[src/rtl/sbq_pkg.sv]
`timescale 1ns / 1ps

package sbq_pkg;

    localparam int COEF_W = 32;
    localparam int DATA_W = 32;
    localparam int ADDR_W = 5;

    // register map, index = paddr[4:2]
    localparam logic [2:0] REG_B0 = 3'd0;
    localparam logic [2:0] REG_B1 = 3'd1;
    localparam logic [2:0] REG_B2 = 3'd2;
    localparam logic [2:0] REG_A1 = 3'd3;
    localparam logic [2:0] REG_A2 = 3'd4;

    // unity gain in q2.30
    localparam logic [COEF_W-1:0] B0_RESET = 32'h4000_0000;

    typedef logic signed [COEF_W-1:0] coef_t;

    typedef struct packed {
        coef_t b0;
        coef_t b1;
        coef_t b2;
        coef_t a1;
        coef_t a2;
    } coef_set_t;

endpackage

[src/rtl/sbq_regs.sv]
`timescale 1ns / 1ps

module sbq_regs (
    input  logic                           clk,
    input  logic                           rst_n,
    input  logic                           psel,
    input  logic                           penable,
    input  logic                           pwrite,
    input  logic [sbq_pkg::ADDR_W-1:0]     paddr,
    input  logic [sbq_pkg::DATA_W-1:0]     pwdata,
    output logic [sbq_pkg::DATA_W-1:0]     prdata,
    output logic                           pready,
    output sbq_pkg::coef_set_t             coefs
);

    sbq_pkg::coef_set_t coefs_reg;
    logic [2:0]         index;
    logic               wr_en;

    assign pready = 1'b1;
    assign index  = paddr[4:2];
    assign wr_en  = psel && penable && pwrite;
    assign coefs  = coefs_reg;

    always_ff @(posedge clk or negedge rst_n)
    begin
        if (!rst_n)
        begin
            coefs_reg.b0 <= sbq_pkg::B0_RESET;
            coefs_reg.b1 <= '0;
            coefs_reg.b2 <= '0;
            coefs_reg.a1 <= '0;
            coefs_reg.a2 <= '0;
        end
        else if (wr_en)
        begin
            case (index)
                sbq_pkg::REG_B0: coefs_reg.b0 <= pwdata;
                sbq_pkg::REG_B1: coefs_reg.b1 <= pwdata;
                sbq_pkg::REG_B2: coefs_reg.b2 <= pwdata;
                sbq_pkg::REG_A1: coefs_reg.a1 <= pwdata;
                sbq_pkg::REG_A2: coefs_reg.a2 <= pwdata;
                default: ;
            endcase
        end
    end

    always_comb
    begin
        case (index)
            sbq_pkg::REG_B0: prdata = coefs_reg.b0;
            sbq_pkg::REG_B1: prdata = coefs_reg.b1;
            sbq_pkg::REG_B2: prdata = coefs_reg.b2;
            sbq_pkg::REG_A1: prdata = coefs_reg.a1;
            sbq_pkg::REG_A2: prdata = coefs_reg.a2;
            default:         prdata = '0;
        endcase
    end

endmodule

[config.mk]
export PLATFORM = sky130hd
export DESIGN_NAME = sbq_regs
export DESIGN_NICKNAME = d
export VERILOG_FILES = /design/src/rtl/sbq_pkg.sv /design/src/rtl/sbq_regs.sv
export SDC_FILE = /design/constraint.sdc
export NUM_CORES = 1
export LEC_CHECK = 0
export ABC_AREA = 1
export BUFFER_PORTS_ARGS = -buffer_cell sky130_fd_sc_hd__buf_2
export CAP_MARGIN = 10
export CORE_MARGIN = 2
export CORE_UTILIZATION = 31
export DETAILED_ROUTE_END_ITERATION = 12
export SKIP_CTS_REPAIR_TIMING = 1
export SLEW_MARGIN = 20
export SYNTH_ARGS = -nofsm -noshare
export SYNTH_HDL_FRONTEND = slang
export SYNTH_SLANG_ARGS = --single-unit
export TNS_END_PERCENT = 30
[constraint.sdc]
create_clock -name clk -period 1.7 [get_ports clk]
set_clock_uncertainty 0.1 [all_clocks]
set_input_delay 0.255 -clock clk [delete_from_list [all_inputs] [get_ports clk]]
set_output_delay 0.255 -clock clk [all_outputs]
set_load 0.01 [all_outputs]
==> summary.md <==
| Metric | Value |
|---|---|
| Status | complete, but fails checks |
| Failing checks | negative hold slack |
| Initial drt markers | 497 |
| Commonest non-fill, non-tap cell in the layout | nand2_1 |
| CTS buffer count | 17 |
| # fillers | 2,427 |
| Vias/cell | 4.79 |
| Worst setup SP type | register |
| Port bufs | 231 |
| Yosys top cell by area | dfrtp_1 |
| Placer congestion estimate | 0.816 |
| Die Span X | 161 um |
| Main combinational cell family by area after synthesis | simple AND/OR/NAND/NOR gates |
| Post-DP HPWL | 18,000 um |
| FMAX | 0.592 GHz |
| Area after DPL | 9350 um^2 |
| Post-route ant nets | 0 |
| Pint | 8260 uW |
| Maximum clock path buffer count | 2 |
| Power Dens Cells | 1150 nW/um^2 |
| Syn_nets | 976 |
| LEAKAGE | 0.00570 uW |
| Net switching power | 3930 uW |
| Dpl cells | 1,465 |
| Max-Cap Viols | 0 |
| Sequential Power Share | 41.8% |
| DRC Markers | 0 |
| First-pass DRT Iterations | 5 |
| Area Overhead vs Synth | 38.8% |
| Simple-gate share of the synthesized area | 26.2% |
| Period utilization | 99.3% |
| Combinational share of power | 24.2% |
| Clock slew at reported path FFs | 70 ps |
| Max FO, Critical Path | 3 |
| Post-route insts no fill | 1,552 |
| Post-route cell area | 10,600 um^2 |
| Synth top area share | 52.3% |
| Leading post-synthesis cells by cell area | dfrtp_1 (52%), nand2_1 (13%), o21ai_0 (9.3%) |
| Switch share | 32.2% |
| Setup tns final | 0 ps |
| Post-synthesis mux area share | 0% |
| Fin worst setup slack | 12.0 ps |
| Crit path required time | 1340 ps |
| TritonCTS Sinks | 160 |
| Post-Syn Area | 7610 um^2 |
| Hold slack | -10.6 ps |
| Final wirelength | 27,000 um |
| WP data arrival | 1330 ps |
| Synth Instances | 934 |
| Commonest non-fill, non-tap cells in the layout | nand2_1 (268), buf_2 (228), dfrtp_1 (159), o21ai_0 (139), inv_1 (80) |
| Final setup viols | 0 |
| RSZ-0062 raised after global routing | yes |
| Final #Nets | 1,257 |
| Pin count of the biggest net entering global routing | 60 |
| DIE HEIGHT | 161 um |
| XOR/XNOR Fraction of Synth Area | 0% |
| Synth Area in Compound Gates | 11.9% |
| Vias in the first global route | 6,648 |
| Synth Area in Adders | 0% |
| Number of synthesized register bits | 160 |
| Yosys warns | 0 |
| CTS tree | built |
| Io pins | 235 |
| CTS Root Cell | clkbuf_16 |
| Gr usage total | 20.3% |
| # rows | 57 |
| Clk Latency, worst-skew pair | 420 ps |
| Die area | 25,800 um^2 |
| Clk pwr share | 33.9% |
| Syn Area/Cell | 8.15 um^2 |
| Peak supply drop | 0.560 mV |
| CORE AREA | 24,200 um^2 |
| Post-synth cell types | 26 |
| Largest register FFs | 160 |
| H-tree depth | 4 |
| Final number of hold-violating endpoints | 1 |
| First-pass GRT wire length | 40,000 um |
| Antenna cells | 0 |
| Share of cells above drive strength 1 | 29.5% |
| Min cycle time layout | 1690 ps |
| CP Class | register to output pin |
| CP endpoint kind | output pin |
| Initial antenna violation count | 0 |
| Grt total ovfl | 0 |
| Routed via count | 7,430 |
| Register area share after synthesis | 52.6% |
| Pre-CTS setup slack | 10.3 ps |
| Starting Density | 31.5% |
| Final slew viol count | 0 |
| Hold WC Path Type | primary input to register |
| Wirelength per Cell | 17.4 um |
==> routing by layer <==
| layer | vias up | track usage, % | wire, um |
|---|---|---|---|
| met5 | - | 0 | 0 |
| met4 | 0 | 5.64 | 376 |
| met3 | 28 | 3.69 | 1890 |
| met2 | 303 | 32.5 | 12600 |
| met1 | 3499 | 28.5 | 12100 |
| li1 | 3600 | - | - |
==> Yosys cell counts <==
library cell / n
nand2_1: 268
buf_4: 7
o21ai_0: 142
nand3_1: 65
inv_4: 2
dfrtp_1: 159
buf_8: 1
inv_1: 80
nand4_1: 48
clkbuf_2: 1
o21ai_2: 8
buf_2: 22
conb_1: 1
clkbuf_1: 24
dfstp_2: 1
nand3_2: 1
nand3_4: 4
nand2_4: 1
nor2_4: 3
o21ai_1: 25
nand2_2: 9
buf_1: 3
inv_2: 2
nor2_1: 48
inv_6: 1
buf_6: 8
==> power groups by stage <==
stage          Sequential, uW  Clock (uW)  Combinational (uW)
2_1_floorplan            5430           0                1010
3_3_place_gp             5150           0                2710
3_5_place_dp             5170           0                2750
4_1_cts                  5110        4200                2760
5_1_grt                  5190        4370                3260
6_report                 5100        4140                2950
==> worst max-delay path, cell delays in order (launching register included) <==
cell and delay [ps]:
dfrtp_1 400, nand4_1 100, nand2_1 60, nor2_1 100, nand2_1 100, buf_2 150
==> logic make-up after synthesis <==
family          after synthesis
compound gates              175
buf+inv                     151
flops                       160
simple gates                447
other cells                   1
==> per-stage QoR <==
step	util (%)	power, uW
after floorplan	-	6440
after global placement	38.7	7860
after detailed placement	38.7	7920
after CTS	41.2	12100
after global routing	43.7	12800
final	43.7	12200
==> final timing paths <==
path | start | end | slack [ps] | depth (start not counted)
worst min-delay path | pwdata[31] | coefs[63] | -10 | 3
min in group asynchronous | rst_n | coefs[24] | 180 | 2
max in group asynchronous | rst_n | coefs[77] | 780 | 3
worst max-delay path | coefs[59] | prdata[27] | 10 | 5
worst max register to register | coefs[129] | coefs[129] | 810 | 3
worst min register to register | coefs[76] | coefs[76] | 400 | 2
==> layout make-up <==
cell class	count	area, um^2	area share (%)
inverters	85	332	3.14
clock inverters	13	189	1.79
clock buffers	19	433	4.10
repair buffers	328	2290	21.7
multi-input cells	623	2920	27.6
well taps	324	405	3.84
flip-flops and latches	160	4010	37.9
(Power assumes the default switching activity.)
